**src/rtl/mm_pkg.sv**
```systemverilog
`timescale 1ns / 1ps
`default_nettype none

package mm_pkg;

    localparam int MAX_DIM     = 8;
    localparam int VALUE_BITS  = 16;
    localparam int IDX_W       = $clog2(MAX_DIM);
    localparam int ADDR_W      = 2 * IDX_W;
    localparam int STORE_DEPTH = MAX_DIM * MAX_DIM;
    localparam int SIZE_W      = 4;
    localparam int PROD_W      = 2 * VALUE_BITS;
    localparam int ACC_W       = 35;
    localparam int QUEUE_DEPTH = 4;
    localparam int QPTR_W      = $clog2(QUEUE_DEPTH);

    localparam logic [SIZE_W-1:0] SIZE_RESET = SIZE_W'(MAX_DIM);

    typedef enum logic [1:0] {
        CMD_LOAD_A  = 2'd0,
        CMD_LOAD_B  = 2'd1,
        CMD_COMPUTE = 2'd2,
        CMD_NONE    = 2'd3
    } t_cmd;

    typedef enum logic [1:0] {
        REG_ROWS_A     = 2'd0,
        REG_INNER_SIZE = 2'd1,
        REG_COLS_B     = 2'd2,
        REG_UNUSED     = 2'd3
    } t_reg;

    typedef enum logic [1:0] {
        OP_LOAD_A,
        OP_LOAD_B,
        OP_COMPUTE
    } t_op;

    typedef struct packed {
        t_op                   op;
        logic [ADDR_W-1:0]     addr;
        logic [VALUE_BITS-1:0] value;
    } t_item;

    typedef struct packed {
        logic [SIZE_W-1:0] rows;
        logic [SIZE_W-1:0] inner;
        logic [SIZE_W-1:0] cols;
    } t_sizes;

    // clamp a size register to 1..MAX_DIM
    function automatic logic [SIZE_W-1:0] eff_size(input logic [SIZE_W-1:0] v);
        logic [SIZE_W-1:0] r;
        r = v;
        if (v == '0) begin
            r = SIZE_W'(1);
        end else if (v > SIZE_W'(MAX_DIM)) begin
            r = SIZE_W'(MAX_DIM);
        end
        return r;
    endfunction

endpackage

`default_nettype wire

```
**src/rtl/mm_ram.sv**
```systemverilog
`timescale 1ns / 1ps
`default_nettype none

module mm_ram #(
    parameter int WIDTH = 16,
    parameter int DEPTH = 64
) (
    input  wire                     i_clk,
    input  wire                     i_we,
    input  wire [$clog2(DEPTH)-1:0] i_waddr,
    input  wire [WIDTH-1:0]         i_wdata,
    input  wire [$clog2(DEPTH)-1:0] i_raddr,
    output logic [WIDTH-1:0]        o_rdata
);

    logic [WIDTH-1:0] r_mem [DEPTH];
    logic [WIDTH-1:0] r_rdata;

    always_ff @(posedge i_clk) begin
        if (i_we) begin
            r_mem[i_waddr] <= i_wdata;
        end
        r_rdata <= r_mem[i_raddr];
    end

    assign o_rdata = r_rdata;

endmodule

`default_nettype wire

```
**src/rtl/mm_queue.sv**
```systemverilog
`timescale 1ns / 1ps
`default_nettype none

module mm_queue (
    input  wire                 i_clk,
    input  wire                 i_rst_n,
    input  wire                 i_push,
    input  wire mm_pkg::t_item  i_item,
    input  wire                 i_pop,
    output mm_pkg::t_item       o_head,
    output logic                o_empty,
    output logic                o_full
);

    mm_pkg::t_item              r_slot [mm_pkg::QUEUE_DEPTH];
    logic [mm_pkg::QPTR_W-1:0]  r_wptr;
    logic [mm_pkg::QPTR_W-1:0]  r_rptr;
    logic [mm_pkg::QPTR_W:0]    r_count;

    assign o_head  = r_slot[r_rptr];
    assign o_empty = (r_count == '0);
    assign o_full  = (r_count == (mm_pkg::QPTR_W + 1)'(mm_pkg::QUEUE_DEPTH));

    always_ff @(posedge i_clk) begin
        if (i_push) begin
            r_slot[r_wptr] <= i_item;
        end
        if (!i_rst_n) begin
            r_wptr  <= '0;
            r_rptr  <= '0;
            r_count <= '0;
        end else begin
            if (i_push) begin
                r_wptr <= r_wptr + 1'b1;
            end
            if (i_pop) begin
                r_rptr <= r_rptr + 1'b1;
            end
            if (i_push && !i_pop) begin
                r_count <= r_count + 1'b1;
            end else if (!i_push && i_pop) begin
                r_count <= r_count - 1'b1;
            end
        end
    end

endmodule

`default_nettype wire

```
**src/rtl/mm_front.sv**
```systemverilog
`timescale 1ns / 1ps
`default_nettype none

module mm_front (
    input  wire                          i_valid,
    input  wire [1:0]                    i_cmd,
    input  wire [mm_pkg::IDX_W-1:0]      i_elem_row,
    input  wire [mm_pkg::IDX_W-1:0]      i_elem_col,
    input  wire signed [15:0]            i_elem_value,
    input  wire mm_pkg::t_sizes          i_sizes,
    input  wire                          i_full,
    output logic                         o_stall,
    output logic                         o_push,
    output mm_pkg::t_item                o_item
);

    logic in_a;
    logic in_b;
    logic keep;

    assign in_a = ({1'b0, i_elem_row} < i_sizes.rows) && ({1'b0, i_elem_col} < i_sizes.inner);
    assign in_b = ({1'b0, i_elem_row} < i_sizes.inner) && ({1'b0, i_elem_col} < i_sizes.cols);

    // drop out-of-range loads and the unused command: accepted, never queued
    always_comb begin
        keep       = 1'b0;
        o_item.op  = mm_pkg::OP_COMPUTE;
        case (mm_pkg::t_cmd'(i_cmd))
            mm_pkg::CMD_LOAD_A: begin
                keep      = in_a;
                o_item.op = mm_pkg::OP_LOAD_A;
            end
            mm_pkg::CMD_LOAD_B: begin
                keep      = in_b;
                o_item.op = mm_pkg::OP_LOAD_B;
            end
            mm_pkg::CMD_COMPUTE: begin
                keep      = 1'b1;
                o_item.op = mm_pkg::OP_COMPUTE;
            end
            default: begin
                keep = 1'b0;
            end
        endcase
        o_item.addr  = {i_elem_row, i_elem_col};
        o_item.value = i_elem_value[mm_pkg::VALUE_BITS-1:0];
    end

    assign o_stall = i_full;
    assign o_push  = i_valid && !i_full && keep;

endmodule

`default_nettype wire

```
**src/rtl/mm_back.sv**
```systemverilog
`timescale 1ns / 1ps
`default_nettype none

module mm_back (
    input  wire                               i_clk,
    input  wire                               i_rst_n,
    input  wire mm_pkg::t_sizes               i_sizes,
    input  wire mm_pkg::t_item                i_head,
    input  wire                               i_empty,
    output logic                              o_pop,
    output logic                              o_valid,
    input  wire                               i_stall,
    output logic [mm_pkg::IDX_W-1:0]          o_out_row,
    output logic [mm_pkg::IDX_W-1:0]          o_out_col,
    output logic signed [mm_pkg::ACC_W-1:0]   o_out_value,
    output logic                              o_out_last
);

    typedef enum logic [1:0] {
        S_IDLE,
        S_ISSUE,
        S_WAIT
    } t_state;

    t_state                                 r_state;
    logic [mm_pkg::IDX_W-1:0]               r_i;
    logic [mm_pkg::IDX_W-1:0]               r_j;
    logic [mm_pkg::IDX_W-1:0]               r_k;
    logic [mm_pkg::STORE_DEPTH-1:0]         r_valid_a;
    logic [mm_pkg::STORE_DEPTH-1:0]         r_valid_b;

    logic                                   r_p1_valid;
    logic                                   r_p1_first;
    logic                                   r_p1_last;
    logic                                   r_p1_hit_a;
    logic                                   r_p1_hit_b;
    logic                                   r_p2_valid;
    logic                                   r_p2_first;
    logic                                   r_p2_last;
    logic signed [mm_pkg::PROD_W-1:0]       r_prod;
    logic signed [mm_pkg::ACC_W-1:0]        r_acc;

    logic                                   r_out_valid;
    logic [mm_pkg::IDX_W-1:0]               r_out_row;
    logic [mm_pkg::IDX_W-1:0]               r_out_col;
    logic signed [mm_pkg::ACC_W-1:0]        r_out_value;
    logic                                   r_out_last;

    logic                                   we_a;
    logic                                   we_b;
    logic [mm_pkg::ADDR_W-1:0]              raddr_a;
    logic [mm_pkg::ADDR_W-1:0]              raddr_b;
    logic [mm_pkg::VALUE_BITS-1:0]          rdata_a;
    logic [mm_pkg::VALUE_BITS-1:0]          rdata_b;
    logic signed [mm_pkg::VALUE_BITS-1:0]   op_a;
    logic signed [mm_pkg::VALUE_BITS-1:0]   op_b;
    logic signed [mm_pkg::PROD_W-1:0]       n_prod;
    logic signed [mm_pkg::ACC_W-1:0]        n_acc;
    logic                                   issue;
    logic                                   k_last;
    logic                                   j_last;
    logic                                   i_last;
    logic                                   emit;

    assign o_pop   = (r_state == S_IDLE) && !i_empty;
    assign we_a    = o_pop && (i_head.op == mm_pkg::OP_LOAD_A);
    assign we_b    = o_pop && (i_head.op == mm_pkg::OP_LOAD_B);
    assign raddr_a = {r_i, r_k};
    assign raddr_b = {r_k, r_j};

    // issue only into an empty output slot; it stays empty until this element lands
    assign issue  = (r_state == S_ISSUE) && !r_out_valid;
    assign k_last = ({1'b0, r_k} == (i_sizes.inner - 1'b1));
    assign j_last = ({1'b0, r_j} == (i_sizes.cols - 1'b1));
    assign i_last = ({1'b0, r_i} == (i_sizes.rows - 1'b1));
    assign emit   = r_p2_valid && r_p2_last;

    // entries never loaded since reset read as zero
    assign op_a   = r_p1_hit_a ? signed'(rdata_a) : '0;
    assign op_b   = r_p1_hit_b ? signed'(rdata_b) : '0;
    assign n_prod = op_a * op_b;
    assign n_acc  = (r_p2_first ? '0 : r_acc) + mm_pkg::ACC_W'(r_prod);

    mm_ram #(
        .WIDTH (mm_pkg::VALUE_BITS),
        .DEPTH (mm_pkg::STORE_DEPTH)
    ) u_store_a (
        .i_clk   (i_clk),
        .i_we    (we_a),
        .i_waddr (i_head.addr),
        .i_wdata (i_head.value),
        .i_raddr (raddr_a),
        .o_rdata (rdata_a)
    );

    mm_ram #(
        .WIDTH (mm_pkg::VALUE_BITS),
        .DEPTH (mm_pkg::STORE_DEPTH)
    ) u_store_b (
        .i_clk   (i_clk),
        .i_we    (we_b),
        .i_waddr (i_head.addr),
        .i_wdata (i_head.value),
        .i_raddr (raddr_b),
        .o_rdata (rdata_b)
    );

    always_ff @(posedge i_clk) begin
        if (!i_rst_n) begin
            r_state     <= S_IDLE;
            r_i         <= '0;
            r_j         <= '0;
            r_k         <= '0;
            r_valid_a   <= '0;
            r_valid_b   <= '0;
            r_p1_valid  <= 1'b0;
            r_p2_valid  <= 1'b0;
            r_out_valid <= 1'b0;
        end else begin
            case (r_state)
                S_IDLE: begin
                    if (o_pop && (i_head.op == mm_pkg::OP_COMPUTE)) begin
                        r_i     <= '0;
                        r_j     <= '0;
                        r_k     <= '0;
                        r_state <= S_ISSUE;
                    end
                end
                S_ISSUE: begin
                    if (issue) begin
                        if (k_last) begin
                            r_k     <= '0;
                            r_state <= S_WAIT;
                        end else begin
                            r_k <= r_k + 1'b1;
                        end
                    end
                end
                S_WAIT: begin
                    // advance to the next element in row-major order
                    if (emit) begin
                        if (j_last) begin
                            r_j <= '0;
                            if (i_last) begin
                                r_state <= S_IDLE;
                            end else begin
                                r_i     <= r_i + 1'b1;
                                r_state <= S_ISSUE;
                            end
                        end else begin
                            r_j     <= r_j + 1'b1;
                            r_state <= S_ISSUE;
                        end
                    end
                end
                default: begin
                    r_state <= S_IDLE;
                end
            endcase

            if (we_a) begin
                r_valid_a[i_head.addr] <= 1'b1;
            end
            if (we_b) begin
                r_valid_b[i_head.addr] <= 1'b1;
            end

            r_p1_valid <= issue;
            r_p2_valid <= r_p1_valid;

            if (emit) begin
                r_out_valid <= 1'b1;
            end else if (r_out_valid && !i_stall) begin
                r_out_valid <= 1'b0;
            end
        end

        r_p1_first <= (r_k == '0);
        r_p1_last  <= k_last;
        r_p1_hit_a <= r_valid_a[raddr_a];
        r_p1_hit_b <= r_valid_b[raddr_b];
        r_p2_first <= r_p1_first;
        r_p2_last  <= r_p1_last;
        r_prod     <= n_prod;
        if (r_p2_valid) begin
            r_acc <= n_acc;
        end
        if (emit) begin
            r_out_row   <= r_i;
            r_out_col   <= r_j;
            r_out_value <= n_acc;
            r_out_last  <= i_last && j_last;
        end
    end

    assign o_valid     = r_out_valid;
    assign o_out_row   = r_out_row;
    assign o_out_col   = r_out_col;
    assign o_out_value = r_out_value;
    assign o_out_last  = r_out_last;

endmodule

`default_nettype wire

```
**src/rtl/matrix_multiply.sv**
```systemverilog
// Fixed-point matrix product C = A x B, elements signed Q8.8, results Q19.16.
// Request channel (i_valid / o_stall): cmd 0 writes A(row,col), cmd 1 writes
// B(row,col), cmd 2 computes; cmd 3 and loads outside the configured sizes
// are taken and dropped. A request is taken when i_valid is high and o_stall
// is low. Requests pass through a 4-entry queue, so loads stream in one per
// cycle while the queue has room; o_stall rises only when the queue is full.
// Result channel (o_valid / i_stall): a compute emits rows_a x cols_b
// elements in row-major order, the last one with o_out_last set. Each
// element is a multiply-accumulate of inner_size products through one 16x16
// multiplier, one A and one B store read per cycle, then a pipeline drain
// through the store read, product and output registers; the next element
// starts only once the previous result has left the output slot. A stalled
// result holds on the ports and the engine waits; the request queue keeps
// filling meanwhile.
// Sizes (rows_a, inner_size, cols_b) sit on the APB port at 0x0, 0x4, 0x8;
// 0 acts as 1, above 8 acts as 8. Write them only while the block is idle.
// Reset sets all sizes to 8 and makes both stores read as zero at once.
`timescale 1ns / 1ps
`default_nettype none

module matrix_multiply (
    input  wire                                i_clk,
    input  wire                                i_rst_n,
    input  wire                                i_valid,
    output logic                               o_stall,
    input  wire [1:0]                          i_cmd,
    input  wire [mm_pkg::IDX_W-1:0]            i_elem_row,
    input  wire [mm_pkg::IDX_W-1:0]            i_elem_col,
    input  wire signed [15:0]                  i_elem_value,
    output logic                               o_valid,
    input  wire                                i_stall,
    output logic [mm_pkg::IDX_W-1:0]           o_out_row,
    output logic [mm_pkg::IDX_W-1:0]           o_out_col,
    output logic signed [mm_pkg::ACC_W-1:0]    o_out_value,
    output logic                               o_out_last,
    input  wire                                psel,
    input  wire                                penable,
    input  wire                                pwrite,
    input  wire [3:0]                          paddr,
    input  wire [31:0]                         pwdata,
    output logic [31:0]                        prdata,
    output logic                               pready
);

    logic [mm_pkg::SIZE_W-1:0] r_rows_a;
    logic [mm_pkg::SIZE_W-1:0] r_inner_size;
    logic [mm_pkg::SIZE_W-1:0] r_cols_b;

    mm_pkg::t_sizes sizes;
    mm_pkg::t_item  push_item;
    mm_pkg::t_item  head;
    logic           push;
    logic           pop;
    logic           empty;
    logic           full;
    logic           cfg_wr;

    assign pready = 1'b1;
    assign cfg_wr = psel && penable && pwrite;

    always_ff @(posedge i_clk) begin
        if (!i_rst_n) begin
            r_rows_a     <= mm_pkg::SIZE_RESET;
            r_inner_size <= mm_pkg::SIZE_RESET;
            r_cols_b     <= mm_pkg::SIZE_RESET;
        end else if (cfg_wr) begin
            case (mm_pkg::t_reg'(paddr[3:2]))
                mm_pkg::REG_ROWS_A:     r_rows_a     <= pwdata[mm_pkg::SIZE_W-1:0];
                mm_pkg::REG_INNER_SIZE: r_inner_size <= pwdata[mm_pkg::SIZE_W-1:0];
                mm_pkg::REG_COLS_B:     r_cols_b     <= pwdata[mm_pkg::SIZE_W-1:0];
                default: begin
                end
            endcase
        end
    end

    always_comb begin
        case (mm_pkg::t_reg'(paddr[3:2]))
            mm_pkg::REG_ROWS_A:     prdata = 32'(r_rows_a);
            mm_pkg::REG_INNER_SIZE: prdata = 32'(r_inner_size);
            mm_pkg::REG_COLS_B:     prdata = 32'(r_cols_b);
            default:                prdata = '0;
        endcase
    end

    assign sizes.rows  = mm_pkg::eff_size(r_rows_a);
    assign sizes.inner = mm_pkg::eff_size(r_inner_size);
    assign sizes.cols  = mm_pkg::eff_size(r_cols_b);

    mm_front u_front (
        .i_valid      (i_valid),
        .i_cmd        (i_cmd),
        .i_elem_row   (i_elem_row),
        .i_elem_col   (i_elem_col),
        .i_elem_value (i_elem_value),
        .i_sizes      (sizes),
        .i_full       (full),
        .o_stall      (o_stall),
        .o_push       (push),
        .o_item       (push_item)
    );

    mm_queue u_queue (
        .i_clk   (i_clk),
        .i_rst_n (i_rst_n),
        .i_push  (push),
        .i_item  (push_item),
        .i_pop   (pop),
        .o_head  (head),
        .o_empty (empty),
        .o_full  (full)
    );

    mm_back u_back (
        .i_clk       (i_clk),
        .i_rst_n     (i_rst_n),
        .i_sizes     (sizes),
        .i_head      (head),
        .i_empty     (empty),
        .o_pop       (pop),
        .o_valid     (o_valid),
        .i_stall     (i_stall),
        .o_out_row   (o_out_row),
        .o_out_col   (o_out_col),
        .o_out_value (o_out_value),
        .o_out_last  (o_out_last)
    );

endmodule

`default_nettype wire

```
**config.mk**
```make
export PLATFORM = sky130hd
export DESIGN_NAME = matrix_multiply
export DESIGN_NICKNAME = d
export VERILOG_FILES = /design/src/rtl/mm_pkg.sv /design/src/rtl/mm_ram.sv /design/src/rtl/mm_queue.sv /design/src/rtl/mm_front.sv /design/src/rtl/mm_back.sv /design/src/rtl/matrix_multiply.sv
export SDC_FILE = /design/constraint.sdc
export NUM_CORES = 2
export LEC_CHECK = 0
export BUFFER_PORTS_ARGS = -buffer_cell sky130_fd_sc_hd__buf_4
export CAP_MARGIN = 30
export CORE_MARGIN = 2
export CORE_UTILIZATION = 47
export CTS_BUF_LIST = sky130_fd_sc_hd__clkbuf_8
export DETAILED_ROUTE_END_ITERATION = 7
export PLACE_DENSITY = 0.77
export SLEW_MARGIN = 20
export SYNTH_ARGS = -nofsm -noshare
export SYNTH_HDL_FRONTEND = slang
export SYNTH_SLANG_ARGS = --single-unit
```
**constraint.sdc**
```tcl
create_clock -name i_clk -period 6 [get_ports i_clk]
set_input_delay 0.3 -clock i_clk [delete_from_list [all_inputs] [get_ports i_clk]]
set_output_delay 0.3 -clock i_clk [all_outputs]
set_load 0.05 [all_outputs]
```
Yosys cells after proc, flatten, opt, wreduce, memory -nomap -nowiden
Memories as Yosys holds them, arrays and structs flattened. A register that Yosys moved wholly into a read port is not among the register bits.
Cells that the tools add are included.
{"block": "classes", "reduce_logical": 43, "mul": 1, "eq_ne": 18, "mux": 48, "add_sub_neg": 11, "n_bitwise": 2, "n_lt_le_gt_ge": 11}
{"op": "$or 64x64->64", "n": 2}
{"op": "$add 35x35->35", "n": 1}
{"op": "$mux 35", "n": 1}
{"op": "$mul 16x16->32", "n": 1}
{"op": "$mux 16", "n": 2}
{"op": "$mux 3", "n": 10}
{"op": "$mux 4", "n": 6}
{"op": "$lt 6x7->1 const B", "n": 3}
{"op": "$pmux 3 s2", "n": 3}
{"op": "$logic_and 1x1->1", "n": 17}
{"op": "$lt 3x4->1", "n": 4}
{"op": "$mux 1", "n": 13}
{"op": "$add 3x1->3 const B", "n": 4}
{"op": "$bmux 1 s6", "n": 2}
{"op": "$eq 3x4->1", "n": 3}
{"op": "$gt 4x4->1 const B", "n": 3}
{"op": "$logic_not 4->1", "n": 3}
{"op": "$mux 2", "n": 6}
{"op": "$pmux 4 s3", "n": 1}
{"op": "$sub 4x1->4 const B", "n": 3}
{"op": "$eq 2x1->1 const B", "n": 4}
{"op": "$eq 2x2->1 const B", "n": 4}
{"op": "$logic_not 2->1", "n": 4}
{"op": "$ne 2x1->1 const B", "n": 4}
{"op": "other kinds (16)", "n": 30}
{"block": "totals", "mem_count": 3, "ramBits": 2144, "output_inout_bits": 77, "reg_bits": 276}
{"name": "u_back.u_store_a.r_mem", "words": 64, "word_bits": 16, "read_ports": 1, "rd_clocked_by_memory_dff": 1, "write_ports": 1, "line_no": "mm_ram.sv:16", "rtl": "logic [WIDTH-1:0] r_mem [DEPTH];"}
{"name": "u_back.u_store_b.r_mem", "words": 64, "word_bits": 16, "read_ports": 1, "rd_clocked_by_memory_dff": 1, "write_ports": 1, "line_no": "mm_ram.sv:16"}
{"name": "u_queue.r_slot", "words": 4, "word_bits": 24, "read_ports": 1, "rd_clocked_by_memory_dff": 1, "write_ports": 1, "line_no": "mm_queue.sv:15", "rtl": "mm_pkg::t_item r_slot [mm_pkg::QUEUE_DEPTH];"}

Depth between registers and ports, before layout
{"block": "logic_depth", "depth_word": 11, "ltp_mapped": 26}

Cells and area by module
Synthesis repeated with hierarchy kept, for this count alone.
{"block": "unflattened", "cells_unflattened": 6177, "hier_area_um2": 106649.8}
{"mod": "mm_ram", "seq_area_each_um2": 31069.8, "cells_each": 1829, "n_inst": 2, "area_per_inst_um2": 40042.2}
{"mod": "mm_back", "seq_area_each_um2": 5915.7, "cells_each": 2184, "n_inst": 1, "area_per_inst_um2": 21301.7}
{"mod": "mm_queue", "seq_area_each_um2": 3062.9, "cells_each": 169, "n_inst": 1, "area_per_inst_um2": 3948.8}
{"mod": "matrix_multiply", "seq_area_each_um2": 240.2, "cells_each": 109, "n_inst": 1, "area_per_inst_um2": 872.1}
{"mod": "mm_front", "seq_area_each_um2": 0.0, "cells_each": 57, "n_inst": 1, "area_per_inst_um2": 442.9}

Least setup slack after synthesis
No wires, ideal clock.
{"block": "synth_path", "kind": "flip-flop to flip-flop", "from": "reg u_back.r_p1_hit_a", "to": "reg u_back.r_prod[29] in the netlist's numbering", "t_arrival_ps": 6186, "path_stages_with_launch": 22, "path_buffers": 2, "setup_time_ps": 127, "required_ps": 5873, "setup_slack_ps": -313, "cell_sequence": "dfxtp_1 clkbuf_1 clkbuf_1 nand2_1 nor2_1 fa_1 fa_1 fa_1 fa_1 fa_1 inv_1 fa_1 inv_1 ha_1 a21o_1 a21oi_1 o21ai_0 a221oi_1 o21ai_1 a211oi_1 o21ai_0 xor2_1"}
{"block": "synth_between", "elab_chain_cells": 2}
{"item": "start, declared", "line_no": "mm_back.sv:35", "rtl": "logic r_p1_hit_a;"}
{"item": "start signal, assigned", "line_no": "mm_back.sv:180", "rtl": "r_p1_hit_a <= r_valid_a[raddr_a];"}
{"item": "$mux 16", "line_no": "mm_back.sv:79", "rtl": "assign op_a = r_p1_hit_a ? signed'(rdata_a) : '0;"}
{"item": "$mul 16x16->32", "line_no": "mm_back.sv:81", "rtl": "assign n_prod = op_a * op_b;"}
{"item": "via u_back.n_prod, one bit", "line_no": "mm_back.sv:57", "rtl": "logic signed [mm_pkg::PROD_W-1:0] n_prod;"}
{"item": "end signal, assigned", "line_no": "mm_back.sv:184", "rtl": "r_prod <= n_prod;"}
{"item": "end, declared", "line_no": "mm_back.sv:40", "rtl": "logic signed [mm_pkg::PROD_W-1:0] r_prod;"}
The timed path passes the listed nets, and every way through them passes these cells.
A chain may end at the register's enable or synchronous reset.

Worst setup path in the final report
{"block": "layout_path", "from": "reg u_back.r_p1_hit_a", "to": "reg u_back.r_prod[31] in the netlist's numbering"}
The elaborated chain is that of the path after synthesis.

==> results.cfg <==
[yosys]
synth-edff-count = 2221
async_reset_ff_frac = 0
yosys-top-cells-count = edfxtp_1, mux4_2, inv_1
syn_avg_cell_area_sq_um = 19.5
synth_top_area_frac = 0.643
synth_flop_cell = edfxtp_1
synth_top_area_cell = edfxtp_1
syn_area_sq_mm = 0.104
yosys_warnings = 0
yosysMostFrequentCell = edfxtp_1
ys_seq_area_frac = 0.688
synthDistinctLibCells = 61
synth_seq_cells = 2454
synthTopCellsByArea = edfxtp_1, mux4_2, fa_1
synthCells = 5325

[grt]
track_usage = 0.215
grt_first_pass_wirelength_um = 354000
grt_max_degree = 130
grt_remaining_overflow = 0
grt_pass1_vias = 54700
antenna_found_initial = 15

[power_and_ir_drop]
p_leak_nw = 40.2
vdd_ir_drop_max_v = 0.000376
power_density_mw_per_mm2 = 355
p_total_mw = 42.1

[clock_tree]
h-tree-depth = 5
clock-root-buffer = clkbuf_8
cts.sinks = 2454
cts.clk_slew.worst_paths_ps = 60
numCtsBuffers = 391
cts_tree = yes
clkLatencyLatePin_ps = 1100
cts_buffer_depth = 4

[cells_and_area]
area.growth.synth_to_final_pct = 14.3
final_cells = 9159
drive_gt1_frac = 0.285
fin_nets = 6442

[timing]
setup_viol = 0
max_slew_margin = 0.320
fin_worst_skew_ps = 131
worst_slew_pin_slew_ps = 1020
max_clock_freq_mhz = 169
hold_viol = 0
rsz0062_at_grt = true
fin_crit_sh = 0.986
fin_crit_ps = 5920
drv_slew = 0

[die]
ioPinCount = 144
rows = 172
dieWidth_um = 474
dieArea_sq_mm = 0.224
fp.dieH_um = 474
start_util = 0.473
coreArea_sq_mm = 0.220

[place]
portBuffers = 84
gp_congestion = 0.897
dp.cells = 8371
dpl.hpwl_um = 147000

[status]
status = finished clean

[flow_run]
drv_cap = 0

[routing]
viasPerCell = 5.80
drtIter0Drc = 6451
avgRoutedWirePerCell_um = 26.4
wl_um = 242000
dr.pass1.iters = 8
num_vias = 53100
drc = 0
antenna_left = 0

[setup_path]
critical_path_class = reg2reg
cp_data_arrival_time_ps = 6850
critPathLaunchType = flip-flop
worstPathRequired_ps = 6930
path_max_fanout = 8
endpoint_kind = flip-flop

[min_path]
hp-class = in2reg
==> sequential cells by signal, summed over array words and instances, names as in the netlist, 4 cells and up, named ones only <==
| register | count |
|---|---|
| r_cols_b | 4 |
| r_inner_size | 4 |
| r_rows_a | 4 |
| u_back.o_out_value | 35 |
| u_back.r_acc | 35 |
| u_back.r_prod | 32 |
| u_back.r_valid_a | 64 |
| u_back.r_valid_b | 64 |
| u_back.u_store_a.o_rdata | 16 |
| u_back.u_store_a.r_mem | 1024 |
| u_back.u_store_b.o_rdata | 16 |
| u_back.u_store_b.r_mem | 1024 |
| u_queue.r_slot | 96 |
==> report_power, final <==
part	switching, mW	internal (mW)
Combinational	4.69	2.57
Clock	6.38	7.20
Sequential	0.358	20.9
Total	11.4	30.6
==> routing by layer <==
layer,wire length (um),up-vias,GRT usage,part of all wire
met1,93000,27600,0.293,0.38
met5,86,-,0,0.00036
met4,7400,14,0.0721,0.031
met2,116000,2870,0.340,0.48
li1,-,22100,-,-
met3,25300,482,0.0556,0.10
==> worst paths after layout <==
| path | cells after the start | endpoint | startpoint | slack [ps] |
|---|---|---|---|---|
| max reg2reg | 21 | u_back.r_prod[31] | u_back.r_p1_hit_a | 80 |
| min reg2reg | 0 | u_back.r_p2_first | u_back.r_p1_first | 360 |
| max | 21 | u_back.r_prod[31] | u_back.r_p1_hit_a | 80 |
| min | 3 | u_queue.r_slot[2][22] | i_cmd[1] | 160 |
==> metrics by stage <==
| step | setup TNS [ps] | util | area [sq um] | setup slack [ps] | hold WS, ps |
|---|---|---|---|---|---|
| after detailed placement | -1380 | 0.500 | 110000 | -296 | 312 |
| after global placement | -771 | 0.500 | 110000 | -198 | 310 |
| after CTS | 0 | 0.538 | 118000 | 3.26 | 35.7 |
| after floorplan | 0 | - | 104000 | 5.59 | 310 |
| final | 0 | 0.540 | 119000 | 82.5 | 156 |
| after global routing | -535 | 0.540 | 118000 | -171 | 119 |
==> cell usage in the layout (no fill, tap or decap), drive strengths merged, types with 8 or more instances in the layout <==
cell / instances
o21ai: 35
conb: 29
nand3: 42
o21bai: 16
o21a: 138
inv: 454
nand4: 8
and2: 38
xnor2: 68
a21o: 23
nor2b: 59
clkinv: 102
nor2: 311
mux2i: 20
bufinv: 11
a211oi: 9
mux4: 738
ha: 136
fa: 264
xor2: 23
nand2: 191
a21oi: 67
edfxtp: 2221
dfxtp: 233
clkbuf: 445
buf: 431
dlygate4sd3: 70
nand2b: 24
nor3: 11
==> cell type report <==
type,count,area [sq um]
clock inverter,258,1370
tap,2871,3590
clock buffer,443,6100
multi-input combinational,2309,30500
antenna,5,12.5
sequential,2454,71400
fill,16200,101000
inverter,316,1190
timing repair buffer,503,4370
==> worst max-delay path, stage by stage (launching register included) <==
cell,delay [ps]
dfxtp_4,410
buf_4,170
and2_4,190
buf_4,120
nor2_2,30
fa_1,500
fa_1,590
fa_1,470
fa_1,530
fa_1,500
inv_1,50
fa_1,470
inv_1,50
ha_1,280
a21o_1,190
a21oi_2,140
o21ai_1,90
a221oi_2,370
o21ai_2,130
a211oi_2,280
a31oi_1,140
xnor2_1,130
==> logic make-up (layout without fill, tap and decap cells) <==
logic type	Yosys count	after routing	share of synthesized area
compound gates	322	322	0.0212
mux	758	758	0.162
buf+inv	589	1520	0.0232
fa+ha+maj	400	400	0.0674
xor+xnor	91	91	0.00768
simple gates	709	709	0.0304
flops	2454	2454	0.688
other cells	2	34	0.0000724
==> what timing repair did <==
action	CTS	global route
endpoints found under the hold margin	210	0
setup endpoints to repair	10	12
gates cloned	0	3
pin swaps	5	29
setup buffers	0	4
hold buffers	70	0
resized for setup	25	86
(Power assumes the default switching activity.)
